===== src/sv/i2c_fts_pkg.sv =====
// types and constants shared by the framed-transfer sequencer modules
// no dependencies

package i2c_fts_pkg;

   // input item kinds as they arrive on the request port
   localparam logic [1:0] KIND_LOAD  = 2'd0;
   localparam logic [1:0] KIND_START = 2'd1;
   localparam logic [1:0] KIND_EVENT = 2'd2;

   // queue depth between front and back, and its pointer width
   localparam int QUEUE_DEPTH = 2;
   localparam int QUEUE_PW    = (QUEUE_DEPTH > 1) ? $clog2(QUEUE_DEPTH) : 1;

   // classified operation carried through the queue
   typedef enum logic [1:0] {
      OP_NOP,
      OP_LOAD,
      OP_START,
      OP_EVENT
   } op_type;

   // bus commands
   typedef enum logic [2:0] {
      CMD_NONE    = 3'd0,
      CMD_START   = 3'd1,
      CMD_RESTART = 3'd2,
      CMD_STOP    = 3'd3,
      CMD_SEND    = 3'd4,
      CMD_CLOCK   = 3'd5,
      CMD_ACK     = 3'd6
   } cmd_type;

   // sequencer phases
   typedef enum logic [3:0] {
      PH_IDLE     = 4'd0,
      PH_ADDR     = 4'd1,
      PH_LEN      = 4'd2,
      PH_DATA     = 4'd3,
      PH_CHK      = 4'd4,
      PH_SENT     = 4'd5,
      PH_RXSTART  = 4'd6,
      PH_RXLEN    = 4'd7,
      PH_RXDATA   = 4'd8,
      PH_RXCHK    = 4'd9,
      PH_WAITSTOP = 4'd10,
      PH_DONE     = 4'd11
   } phase_type;

   // one classified item in the queue
   typedef struct packed {
      op_type     op;
      logic [7:0] tx_byte;
      logic [7:0] slave_addr;
      logic [5:0] tx_count;
      logic [7:0] rx_size;
      logic       arb_lost;
      logic       acked;
      logic [7:0] rx_byte;
   } item_type;

   // one result item
   typedef struct packed {
      cmd_type    bus_cmd;
      logic [7:0] cmd_byte;
      logic       rx_valid;
      logic [7:0] rx_data;
      logic [7:0] rx_index;
      logic       done_res;
      logic       check_error;
      logic [7:0] rx_total;
   } result_type;

endpackage


===== src/sv/i2c_framed_transfer_sequencer.sv =====
// top level of the framed-transfer sequencer for an i2c master
// depends on i2c_fts_pkg, i2c_fts_front, i2c_fts_queue and i2c_fts_back

// Accepts one request item per clock while req_stall is low and returns exactly
// one response item for each, in order. A request is classified on arrival and
// enters a two-entry queue; the sequencer takes one item from the queue per
// cycle while rsp_stall is low and places its response in an output register,
// so a response passes through the queue and then the output register; the
// sustained rate is one item per cycle while rsp_stall stays low. The rate is
// set by the sequencer step and the one registered read port of the transmit
// store, which is fetched ahead of use. Transmit bytes are loaded before a
// start item; the store holds TX_DEPTH bytes and further loads are dropped.

module i2c_framed_transfer_sequencer
   import i2c_fts_pkg::*;
#(
   parameter int TX_DEPTH = 32
) (
   input  logic       clock,
   input  logic       reset,
   input  logic       req_valid,
   output logic       req_stall,
   input  logic [1:0] req_kind,
   input  logic [7:0] req_tx_byte,
   input  logic [7:0] req_slave_addr,
   input  logic [5:0] req_tx_count,
   input  logic [7:0] req_rx_size,
   input  logic       req_arb_lost,
   input  logic       req_acked,
   input  logic [7:0] req_rx_byte,
   output logic       rsp_valid,
   input  logic       rsp_stall,
   output logic [2:0] rsp_bus_cmd,
   output logic [7:0] rsp_cmd_byte,
   output logic       rsp_rx_valid,
   output logic [7:0] rsp_rx_data,
   output logic [7:0] rsp_rx_index,
   output logic       rsp_done_res,
   output logic       rsp_check_error,
   output logic [7:0] rsp_rx_total
);

   item_type   front_item;
   item_type   head_item;
   logic       head_valid;
   logic       queue_full;
   logic       push;
   logic       pop;
   result_type result;

   assign req_stall = queue_full;
   assign push      = req_valid && !queue_full;

   // classification
   i2c_fts_front #(
      .TX_DEPTH (TX_DEPTH)
   ) u_front (
      .req_kind       (req_kind),
      .req_tx_byte    (req_tx_byte),
      .req_slave_addr (req_slave_addr),
      .req_tx_count   (req_tx_count),
      .req_rx_size    (req_rx_size),
      .req_arb_lost   (req_arb_lost),
      .req_acked      (req_acked),
      .req_rx_byte    (req_rx_byte),
      .item           (front_item)
   );

   // queue between front and back
   i2c_fts_queue u_queue (
      .clock      (clock),
      .reset      (reset),
      .push       (push),
      .push_item  (front_item),
      .full       (queue_full),
      .head_valid (head_valid),
      .pop        (pop),
      .head_item  (head_item)
   );

   // sequencer
   i2c_fts_back #(
      .TX_DEPTH (TX_DEPTH)
   ) u_back (
      .clock      (clock),
      .reset      (reset),
      .head_valid (head_valid),
      .head_item  (head_item),
      .pop        (pop),
      .out_valid  (rsp_valid),
      .out_stall  (rsp_stall),
      .out_result (result)
   );

   // response fields
   assign rsp_bus_cmd     = result.bus_cmd;
   assign rsp_cmd_byte    = result.cmd_byte;
   assign rsp_rx_valid    = result.rx_valid;
   assign rsp_rx_data     = result.rx_data;
   assign rsp_rx_index    = result.rx_index;
   assign rsp_done_res    = result.done_res;
   assign rsp_check_error = result.check_error;
   assign rsp_rx_total    = result.rx_total;

endmodule


===== src/sv/i2c_fts_front.sv =====
// front part: classifies request items and saturates the transmit count
// depends on i2c_fts_pkg

module i2c_fts_front
   import i2c_fts_pkg::*;
#(
   parameter int TX_DEPTH = 32
) (
   input  logic [1:0] req_kind,
   input  logic [7:0] req_tx_byte,
   input  logic [7:0] req_slave_addr,
   input  logic [5:0] req_tx_count,
   input  logic [7:0] req_rx_size,
   input  logic       req_arb_lost,
   input  logic       req_acked,
   input  logic [7:0] req_rx_byte,
   output item_type   item
);

   localparam logic [8:0] DEPTH_C = 9'(TX_DEPTH);

   // decode kind and clamp count to the store depth
   always_comb begin
      item.tx_byte    = req_tx_byte;
      item.slave_addr = req_slave_addr;
      item.rx_size    = req_rx_size;
      item.arb_lost   = req_arb_lost;
      item.acked      = req_acked;
      item.rx_byte    = req_rx_byte;
      if ({3'b000, req_tx_count} > DEPTH_C) begin
         item.tx_count = DEPTH_C[5:0];
      end else begin
         item.tx_count = req_tx_count;
      end
      case (req_kind)
         KIND_LOAD:  item.op = OP_LOAD;
         KIND_START: item.op = OP_START;
         KIND_EVENT: item.op = OP_EVENT;
         default:    item.op = OP_NOP;
      endcase
   end

endmodule


===== src/sv/i2c_fts_queue.sv =====
// short queue of classified items between front and back: pointers and fill count
// depends on i2c_fts_pkg and i2c_fts_fifo

module i2c_fts_queue
   import i2c_fts_pkg::*;
(
   input  logic     clock,
   input  logic     reset,
   input  logic     push,
   input  item_type push_item,
   output logic     full,
   output logic     head_valid,
   input  logic     pop,
   output item_type head_item
);

   localparam int CW = $clog2(QUEUE_DEPTH + 1);

   logic [QUEUE_PW-1:0] wr_ptr_ff, wr_ptr_in;
   logic [QUEUE_PW-1:0] rd_ptr_ff, rd_ptr_in;
   logic [CW-1:0]       count_ff, count_in;

   assign full       = (count_ff == CW'(QUEUE_DEPTH));
   assign head_valid = (count_ff != '0);

   // pointer and fill count update
   always_comb begin
      wr_ptr_in = wr_ptr_ff;
      rd_ptr_in = rd_ptr_ff;
      count_in  = count_ff;
      if (push) begin
         wr_ptr_in = (wr_ptr_ff == QUEUE_PW'(QUEUE_DEPTH - 1)) ? '0 : wr_ptr_ff + 1'b1;
      end
      if (pop) begin
         rd_ptr_in = (rd_ptr_ff == QUEUE_PW'(QUEUE_DEPTH - 1)) ? '0 : rd_ptr_ff + 1'b1;
      end
      if (push && !pop) begin
         count_in = count_ff + 1'b1;
      end else if (pop && !push) begin
         count_in = count_ff - 1'b1;
      end
   end

   always_ff @(posedge clock) begin
      if (reset) begin
         wr_ptr_ff <= '0;
         rd_ptr_ff <= '0;
         count_ff  <= '0;
      end else begin
         wr_ptr_ff <= wr_ptr_in;
         rd_ptr_ff <= rd_ptr_in;
         count_ff  <= count_in;
      end
   end

   // entry storage
   i2c_fts_fifo u_fifo (
      .clock   (clock),
      .wr_en   (push),
      .wr_ptr  (wr_ptr_ff),
      .wr_item (push_item),
      .rd_ptr  (rd_ptr_ff),
      .rd_item (head_item)
   );

endmodule


===== src/sv/i2c_fts_fifo.sv =====
// entry storage of the queue between front and back
// depends on i2c_fts_pkg

module i2c_fts_fifo
   import i2c_fts_pkg::*;
(
   input  logic                clock,
   input  logic                wr_en,
   input  logic [QUEUE_PW-1:0] wr_ptr,
   input  item_type            wr_item,
   input  logic [QUEUE_PW-1:0] rd_ptr,
   output item_type            rd_item
);

   item_type entry_ff [QUEUE_DEPTH];

   assign rd_item = entry_ff[rd_ptr];

   // entry write
   always_ff @(posedge clock) begin
      if (wr_en) begin
         entry_ff[wr_ptr] <= wr_item;
      end
   end

endmodule


===== src/sv/i2c_fts_back.sv =====
// back part: transaction sequencer, transmit store and result register
// depends on i2c_fts_pkg

module i2c_fts_back
   import i2c_fts_pkg::*;
#(
   parameter int TX_DEPTH = 32
) (
   input  logic       clock,
   input  logic       reset,
   input  logic       head_valid,
   input  item_type   head_item,
   output logic       pop,
   output logic       out_valid,
   input  logic       out_stall,
   output result_type out_result
);

   localparam int AW = (TX_DEPTH > 1) ? $clog2(TX_DEPTH) : 1;
   localparam int LW = $clog2(TX_DEPTH + 1);
   localparam logic [8:0] DEPTH_C = 9'(TX_DEPTH);

   // sequencer state
   phase_type   phase_ff, phase_in;
   logic        write_mode_ff, write_mode_in;
   logic [7:0]  byte_index_ff, byte_index_in;
   logic [7:0]  receive_limit_ff, receive_limit_in;
   logic [7:0]  running_check_ff, running_check_in;
   logic        awaiting_clock_ff, awaiting_clock_in;
   logic [7:0]  address_byte_ff, address_byte_in;
   logic [5:0]  send_count_ff, send_count_in;
   logic [7:0]  receive_size_ff, receive_size_in;
   logic        mismatch_ff, mismatch_in;
   logic [LW-1:0] load_pointer_ff, load_pointer_in;

   // transmit store
   logic [7:0]  store_mem [TX_DEPTH];
   logic [7:0]  store_rd_ff;
   logic        store_we;
   logic [AW-1:0] store_wa;
   logic [AW-1:0] store_ra;

   // result register
   logic        out_valid_ff, out_valid_in;
   result_type  out_result_ff;
   result_type  result;
   logic        out_load;

   logic        busy;
   logic [7:0]  bi_inc;
   logic        store_room;

   assign out_valid  = out_valid_ff;
   assign out_result = out_result_ff;
   assign out_load   = !out_valid_ff || !out_stall;
   assign pop        = head_valid && out_load;
   assign busy       = (phase_ff != PH_IDLE) && (phase_ff != PH_DONE);
   assign bi_inc     = byte_index_ff + 8'd1;
   assign store_room = (load_pointer_ff < LW'(TX_DEPTH));

   // next phase
   always_comb begin
      phase_in = phase_ff;
      if (pop) begin
         case (head_item.op)
            OP_START: begin
               if (!busy) begin
                  phase_in = PH_ADDR;
               end
            end
            OP_EVENT: begin
               case (phase_ff)
                  PH_ADDR: begin
                     if (!head_item.arb_lost) begin
                        phase_in = write_mode_ff ? PH_LEN : PH_RXSTART;
                     end
                  end
                  PH_LEN, PH_DATA, PH_CHK, PH_SENT: begin
                     if (head_item.arb_lost) begin
                        phase_in = PH_ADDR;
                     end else if (head_item.acked && phase_ff != PH_SENT) begin
                        if (phase_ff == PH_LEN) begin
                           phase_in = (send_count_ff != '0) ? PH_DATA : PH_CHK;
                        end else if (phase_ff == PH_DATA) begin
                           if (bi_inc >= {2'b00, send_count_ff}) begin
                              phase_in = PH_CHK;
                           end
                        end else begin
                           phase_in = PH_SENT;
                        end
                     end else if (receive_size_ff != '0) begin
                        phase_in = PH_ADDR;
                     end else begin
                        phase_in = PH_WAITSTOP;
                     end
                  end
                  PH_RXSTART: begin
                     phase_in = head_item.acked ? PH_RXLEN : PH_WAITSTOP;
                  end
                  PH_RXLEN: begin
                     if (head_item.rx_byte != '0 && receive_size_ff != '0) begin
                        phase_in = PH_RXDATA;
                     end else begin
                        phase_in = PH_RXCHK;
                     end
                  end
                  PH_RXDATA: begin
                     if (!awaiting_clock_ff && bi_inc >= receive_limit_ff) begin
                        phase_in = PH_RXCHK;
                     end
                  end
                  PH_RXCHK: begin
                     if (!awaiting_clock_ff) begin
                        phase_in = PH_WAITSTOP;
                     end
                  end
                  PH_WAITSTOP: phase_in = PH_DONE;
                  default:     phase_in = phase_ff;
               endcase
            end
            default: phase_in = phase_ff;
         endcase
      end
   end

   // datapath and result for the item at the queue head
   always_comb begin
      write_mode_in     = write_mode_ff;
      byte_index_in     = byte_index_ff;
      receive_limit_in  = receive_limit_ff;
      running_check_in  = running_check_ff;
      awaiting_clock_in = awaiting_clock_ff;
      address_byte_in   = address_byte_ff;
      send_count_in     = send_count_ff;
      receive_size_in   = receive_size_ff;
      mismatch_in       = mismatch_ff;
      load_pointer_in   = load_pointer_ff;
      store_we          = 1'b0;
      store_wa          = load_pointer_ff[AW-1:0];
      result            = '0;
      result.bus_cmd    = CMD_NONE;
      if (pop) begin
         case (head_item.op)
            OP_LOAD: begin
               if (!busy && store_room) begin
                  store_we        = 1'b1;
                  load_pointer_in = load_pointer_ff + 1'b1;
               end
            end
            OP_START: begin
               if (!busy) begin
                  address_byte_in   = head_item.slave_addr;
                  send_count_in     = head_item.tx_count;
                  receive_size_in   = head_item.rx_size;
                  write_mode_in     = (head_item.tx_count != '0);
                  mismatch_in       = 1'b0;
                  awaiting_clock_in = 1'b0;
                  byte_index_in     = '0;
                  receive_limit_in  = '0;
                  running_check_in  = '0;
                  load_pointer_in   = '0;
                  result.bus_cmd    = CMD_START;
               end
            end
            OP_EVENT: begin
               case (phase_ff)
                  PH_ADDR: begin
                     if (head_item.arb_lost) begin
                        result.bus_cmd = CMD_START;
                     end else begin
                        result.bus_cmd   = CMD_SEND;
                        result.cmd_byte  = address_byte_ff | {7'd0, !write_mode_ff};
                        byte_index_in    = '0;
                        running_check_in = address_byte_ff;
                     end
                  end
                  PH_LEN, PH_DATA, PH_CHK, PH_SENT: begin
                     if (head_item.arb_lost) begin
                        result.bus_cmd = CMD_START;
                     end else if (head_item.acked && phase_ff != PH_SENT) begin
                        result.bus_cmd = CMD_SEND;
                        if (phase_ff == PH_LEN) begin
                           result.cmd_byte  = {2'b00, send_count_ff};
                           running_check_in = running_check_ff + {2'b00, send_count_ff};
                        end else if (phase_ff == PH_DATA) begin
                           result.cmd_byte  = store_rd_ff;
                           byte_index_in    = bi_inc;
                           running_check_in = running_check_ff + store_rd_ff;
                        end else begin
                           result.cmd_byte = running_check_ff;
                        end
                     end else if (receive_size_ff != '0) begin
                        result.bus_cmd = CMD_RESTART;
                        write_mode_in  = 1'b0;
                     end else begin
                        result.bus_cmd = CMD_STOP;
                     end
                  end
                  PH_RXSTART: begin
                     result.bus_cmd = head_item.acked ? CMD_CLOCK : CMD_STOP;
                  end
                  PH_RXLEN: begin
                     if (head_item.rx_byte < receive_size_ff) begin
                        receive_limit_in = head_item.rx_byte;
                     end else begin
                        receive_limit_in = receive_size_ff;
                     end
                     running_check_in  = running_check_ff + head_item.rx_byte;
                     result.bus_cmd    = CMD_ACK;
                     awaiting_clock_in = 1'b1;
                  end
                  PH_RXDATA: begin
                     if (awaiting_clock_ff) begin
                        result.bus_cmd    = CMD_CLOCK;
                        awaiting_clock_in = 1'b0;
                     end else begin
                        result.bus_cmd    = CMD_ACK;
                        result.rx_valid   = 1'b1;
                        result.rx_data    = head_item.rx_byte;
                        result.rx_index   = byte_index_ff;
                        byte_index_in     = bi_inc;
                        running_check_in  = running_check_ff + head_item.rx_byte;
                        awaiting_clock_in = 1'b1;
                     end
                  end
                  PH_RXCHK: begin
                     if (awaiting_clock_ff) begin
                        result.bus_cmd    = CMD_CLOCK;
                        awaiting_clock_in = 1'b0;
                     end else begin
                        if (head_item.rx_byte != running_check_ff) begin
                           mismatch_in = 1'b1;
                        end
                        result.bus_cmd = CMD_STOP;
                     end
                  end
                  PH_WAITSTOP: begin
                     result.done_res    = 1'b1;
                     result.check_error = mismatch_ff;
                     result.rx_total    = write_mode_ff ? 8'd0 : byte_index_ff;
                  end
                  default: result.bus_cmd = CMD_NONE;
               endcase
            end
            default: result.bus_cmd = CMD_NONE;
         endcase
      end
   end

   // store read address follows the next byte index, kept inside the depth
   always_comb begin
      if ({1'b0, byte_index_in} < DEPTH_C) begin
         store_ra = byte_index_in[AW-1:0];
      end else begin
         store_ra = '0;
      end
   end

   // result register handshake
   always_comb begin
      out_valid_in = out_valid_ff;
      if (out_load) begin
         out_valid_in = head_valid;
      end
   end

   // control state
   always_ff @(posedge clock) begin
      if (reset) begin
         phase_ff          <= PH_IDLE;
         write_mode_ff     <= 1'b0;
         byte_index_ff     <= '0;
         receive_limit_ff  <= '0;
         running_check_ff  <= '0;
         awaiting_clock_ff <= 1'b0;
         address_byte_ff   <= '0;
         send_count_ff     <= '0;
         receive_size_ff   <= '0;
         mismatch_ff       <= 1'b0;
         load_pointer_ff   <= '0;
         out_valid_ff      <= 1'b0;
      end else begin
         phase_ff          <= phase_in;
         write_mode_ff     <= write_mode_in;
         byte_index_ff     <= byte_index_in;
         receive_limit_ff  <= receive_limit_in;
         running_check_ff  <= running_check_in;
         awaiting_clock_ff <= awaiting_clock_in;
         address_byte_ff   <= address_byte_in;
         send_count_ff     <= send_count_in;
         receive_size_ff   <= receive_size_in;
         mismatch_ff       <= mismatch_in;
         load_pointer_ff   <= load_pointer_in;
         out_valid_ff      <= out_valid_in;
      end
   end

   // result payload
   always_ff @(posedge clock) begin
      if (pop) begin
         out_result_ff <= result;
      end
   end

   // transmit store, one write and one registered read a cycle
   always_ff @(posedge clock) begin
      if (store_we) begin
         store_mem[store_wa] <= head_item.tx_byte;
      end
      store_rd_ff <= store_mem[store_ra];
   end

endmodule


===== config.mk =====
export PLATFORM = sky130hd
export DESIGN_NAME = i2c_framed_transfer_sequencer
export DESIGN_NICKNAME = d
export VERILOG_FILES = /design/src/sv/i2c_fts_pkg.sv /design/src/sv/i2c_framed_transfer_sequencer.sv /design/src/sv/i2c_fts_front.sv /design/src/sv/i2c_fts_queue.sv /design/src/sv/i2c_fts_fifo.sv /design/src/sv/i2c_fts_back.sv
export SDC_FILE = /design/constraint.sdc
export NUM_CORES = 1
export LEC_CHECK = 0
export BUFFER_PORTS_ARGS = -buffer_cell sky130_fd_sc_hd__buf_2
export CAP_MARGIN = 20
export CORE_MARGIN = 2
export CORE_UTILIZATION = 25
export CTS_CLUSTER_DIAMETER = 60
export CTS_CLUSTER_SIZE = 14
export DETAILED_ROUTE_END_ITERATION = 10
export PLACE_DENSITY = 0.37
export SYNTH_ARGS = -nofsm -noshare
export SYNTH_HDL_FRONTEND = slang
export SYNTH_SLANG_ARGS = --single-unit

===== constraint.sdc =====
create_clock -name clock -period 5.2 [get_ports clock]
set_clock_uncertainty 0.15 [all_clocks]
set_input_delay 0.26 -clock clock [delete_from_list [all_inputs] [get_ports clock]]
set_output_delay 0.26 -clock clock [all_outputs]
set_load 0.01 [all_outputs]

==> run metrics <==
sequential fraction of the synthesis area 63.5%; pre-CTS setup slack 0.676 ns; dominant synthesized flop cell edfxtp_1; gr usage total 15.1%; vias per cell 4.79; Std-Cell Rows 104; Worst Setup Slack, final 0.697 ns; Net Sw Frac 31.5%; post_cts resized 0; Cell Chain, Critical Path mux2i_1 -> ha_1 -> o211a_4 -> nor2_2 -> a221oi_2 -> nand3_2 -> or3_1 -> a2111oi_0 -> a31o_1 -> a2bb2oi_1; crit path DAT 4.82 ns; worst slew pin tran 1.00 ns; Post-CTS Setup Inserts 0; multi-input logic area 6740 um^2; Syn Area/Cell 12.6 um^2; Max Fclk 0.222 GHz; Ports 86; die width 288 um; Max transition margin 32.7%; total number of vias 13,600; Synth-to-Final Area Change 18.3%; DP Area 21,800 um^2; Clock transition at path regs 0.07 ns; Post-Syn Area 20,200 um^2; CP startpoint kind register; Final Hold Fails 0; syn nets 1,694; Remaining DRCs 0; Final Slew Violations 0; hold buffer count at cts 45; Synth Register Bits 451; global-route wire length before repair 92.4 mm; Post-Route WL 63.1 mm; Final setup viols 0; ant diodes 0; Detailed Routing Iterations Pass 1 5; H-tree lvl count 2; Post-Synthesis Cells 1,607; Clock power frac 33.5%; Int Pwr 7.13 mW; Port-buffer cells 85; final net count 1,824; max incr delay on CP 0.69 ns; combinational power share 21.0%; final clock period utilization by the worst path 86.6%; RSZ-0062 raised after global routing no; crit path kind register to register; clock tree sinks 451; FF-to-FF setup slack 0.70 ns; sequential share of power 45.5%; GRT overflow 0; Num CTS Buffers 48; Starting Density 25.2%; clock root cell clkbuf_16; Clock Path Buffers 3; status finished, final reports clean; clock tree from TritonCTS done; vias in the first global route 13,600; MaxCap Viol Count 0; Worst-Skew Late Latency 0.59 ns; Die Footprint 83,000 um^2; Leak 8.28 nW; fill count 8,220; Util after Layout 29.8%; Crit Path Max Fanout 49; Routed Antenna Nets 0; die height 288 um; Slowest cell on crit path or3_1; post-synthesis cell type count 92; Storage cell area 12,800 um^2; DP HPWL 42.8 mm; PwrDens 436 nW/um^2; ys async rst share 0%; post-DR wirelength/cell 22.3 um; Iteration-0 DRC Markers 1,056; share of post-route cells with drive strength above 1 15.8%; Hold WC Path Type input port to register; VDD IR max 224 uV; Post-synth EDFFs 378; fin area 23,900 um^2; switching power total 3.28 mW; pin count of the biggest net entering global routing 50; critical path data required time 5.52 ns; core area 80,200 um^2; initial antenna violation count 0; CP Capture Type register; crit path time final 4.50 ns; setup_tns 0 ns; Syn. warnings 0; Pwr Total 10.4 mW; routability cong. 0.869
## critical path, delay by kind of cell (launching register included)
kind	cells	cell delay, ns
compound gates	5	1.90
fa+ha+maj	1	0.30
flops	1	0.48
mux	1	0.28
simple gates	3	1.25
## layout make-up
class | instances | area share, %
well taps | 1060 | 5.56
multi-input cells | 1007 | 28.2
clock buffers | 62 | 5.56
inverters | 59 | 0.928
clock inverters | 26 | 1.09
repair buffers | 170 | 4.93
flip-flops and latches | 451 | 53.7
## power groups by stage
stage               clock network, mW  registers, mW  logic, mW
floorplan                           0           4.75       1.31
finish                           3.48           4.74       2.19
CTS                              3.60           4.74       2.25
global placement                    0           4.82       2.21
global route                     3.73           4.77       2.42
detailed placement                  0           4.82       2.21
## per-stage QoR
| stage | std cells | hold slack, ns |
|---|---|---|
| 4_1_cts | 2835 | 0.0384 |
| 3_5_place_dp | 2702 | 0.302 |
| 5_1_grt | 2835 | 0.0800 |
| 2_1_floorplan | 1607 | 0.209 |
| 3_3_place_gp | 2702 | 0.300 |
| 6_report | 2835 | 0.0807 |
## state kept, by name (all words and copies together) (netlist names), 4 cells and up, named ones only
name	count
u_back.send_count_ff	6
u_queue.u_fifo.entry_ff	84
u_back.receive_size_ff	8
u_back.store_rd_ff	8
u_back.load_pointer_ff	6
u_back.address_byte_ff	8
u_back.receive_limit_ff	8
u_back.out_result	38
u_back.byte_index_ff	8
u_back.store_mem	256
u_back.running_check_ff	8
u_back.phase_ff	4
## cells by family (layout without fill, tap and decap cells)
kind of cell / after synthesis / after routing / synth area share [%]
AO/OA/AOI/OAI: 405 / 405 / 14.1
XOR/XNOR: 26 / 26 / 1.13
adder cells (fa/ha/maj): 41 / 41 / 2.58
buffers and inverters: 149 / 317 / 3.24
flip-flops: 451 / 451 / 63.5
multiplexers: 102 / 102 / 5.19
AND/OR/NAND/NOR: 433 / 433 / 10.3
## cell usage in the layout, fill, tap and decap left out, types with 11 or more instances in the layout
master	Yosys	layout
a31oi_1	16	16
and2_1	23	23
nand3_1	29	29
mux2_2	14	14
nor3_1	23	23
nand2_1	118	118
o31ai_1	11	11
a21oi_1	104	104
a211oi_1	36	36
clkbuf_16	0	51
a22oi_1	20	20
mux2i_1	83	83
a31o_2	18	18
and3_1	14	13
buf_4	7	40
ha_1	40	40
buf_2	18	85
edfxtp_1	378	378
xnor2_1	16	16
or3_1	13	13
nor2_1	144	143
o21ai_0	84	84
a21o_1	20	20
inv_1	57	57
dfxtp_1	73	72
dlygate4sd3_1	0	45
## cell usage after synthesis, types with 4 or more instances
cell type / instances / share of area (%)
nor2b_1: 7 / 0.22
nand4_1: 10 / 0.31
a22oi_1: 20 / 0.74
buf_4: 7 / 0.26
xor2_1: 10 / 0.43
o2111ai_1: 8 / 0.35
o31ai_1: 11 / 0.41
xnor2_1: 16 / 0.69
mux2_2: 14 / 0.78
o21bai_1: 4 / 0.15
a221oi_1: 8 / 0.35
mux2i_1: 83 / 4.1
dfxtp_1: 73 / 7.2
a31oi_1: 16 / 0.50
and2_1: 23 / 0.71
nand2_1: 118 / 2.2
nand2b_1: 8 / 0.25
a21oi_1: 104 / 2.6
a21o_1: 20 / 0.74
nor4_1: 8 / 0.25
and3_1: 14 / 0.43
nand3b_1: 5 / 0.19
ha_1: 40 / 2.5
a31o_1: 8 / 0.35
a2bb2oi_2: 6 / 0.45
a222oi_1: 8 / 0.40
nor3_1: 23 / 0.57
edfxtp_1: 378 / 56
mux2_1: 4 / 0.22
buf_6: 6 / 0.33
buf_1: 10 / 0.19
a211oi_1: 36 / 1.3
o22ai_1: 5 / 0.16
o21ai_0: 84 / 2.1
inv_1: 57 / 1.1
buf_2: 18 / 0.45
nand3_1: 29 / 0.72
nor2_1: 144 / 2.7
o21a_1: 6 / 0.22
or3_1: 13 / 0.40
clkbuf_1: 49 / 0.91
a31o_2: 18 / 0.78
a2111oi_2: 7 / 0.52
## layer usage
metal | up-vias | wire, um | global-route usage [%] | part of all wire, %
met5 | - | 0 | 0 | 0
met4 | 0 | 2280 | 5.78 | 3.6
met3 | 115 | 3150 | 2.69 | 5.0
met2 | 369 | 31000 | 26.0 | 49
met1 | 6754 | 26700 | 18.8 | 42
li1 | 6331 | - | - | -
## final timing paths
kind | cells past startpoint | end | start
worst max-delay path | 10 | u_back.store_rd_ff[6]$_DFF_P_ | register
worst min-delay path | 2 | u_back.running_check_ff[6]$_SDFFE_PP0P_ | reset
worst max register to register | 10 | u_back.store_rd_ff[6]$_DFF_P_ | register
worst min register to register | 2 | u_back.receive_limit_ff[6]$_SDFFE_PP0P_ | u_back.receive_limit_ff[6]$_SDFFE_PP0P_
(Power assumes the default switching activity.)
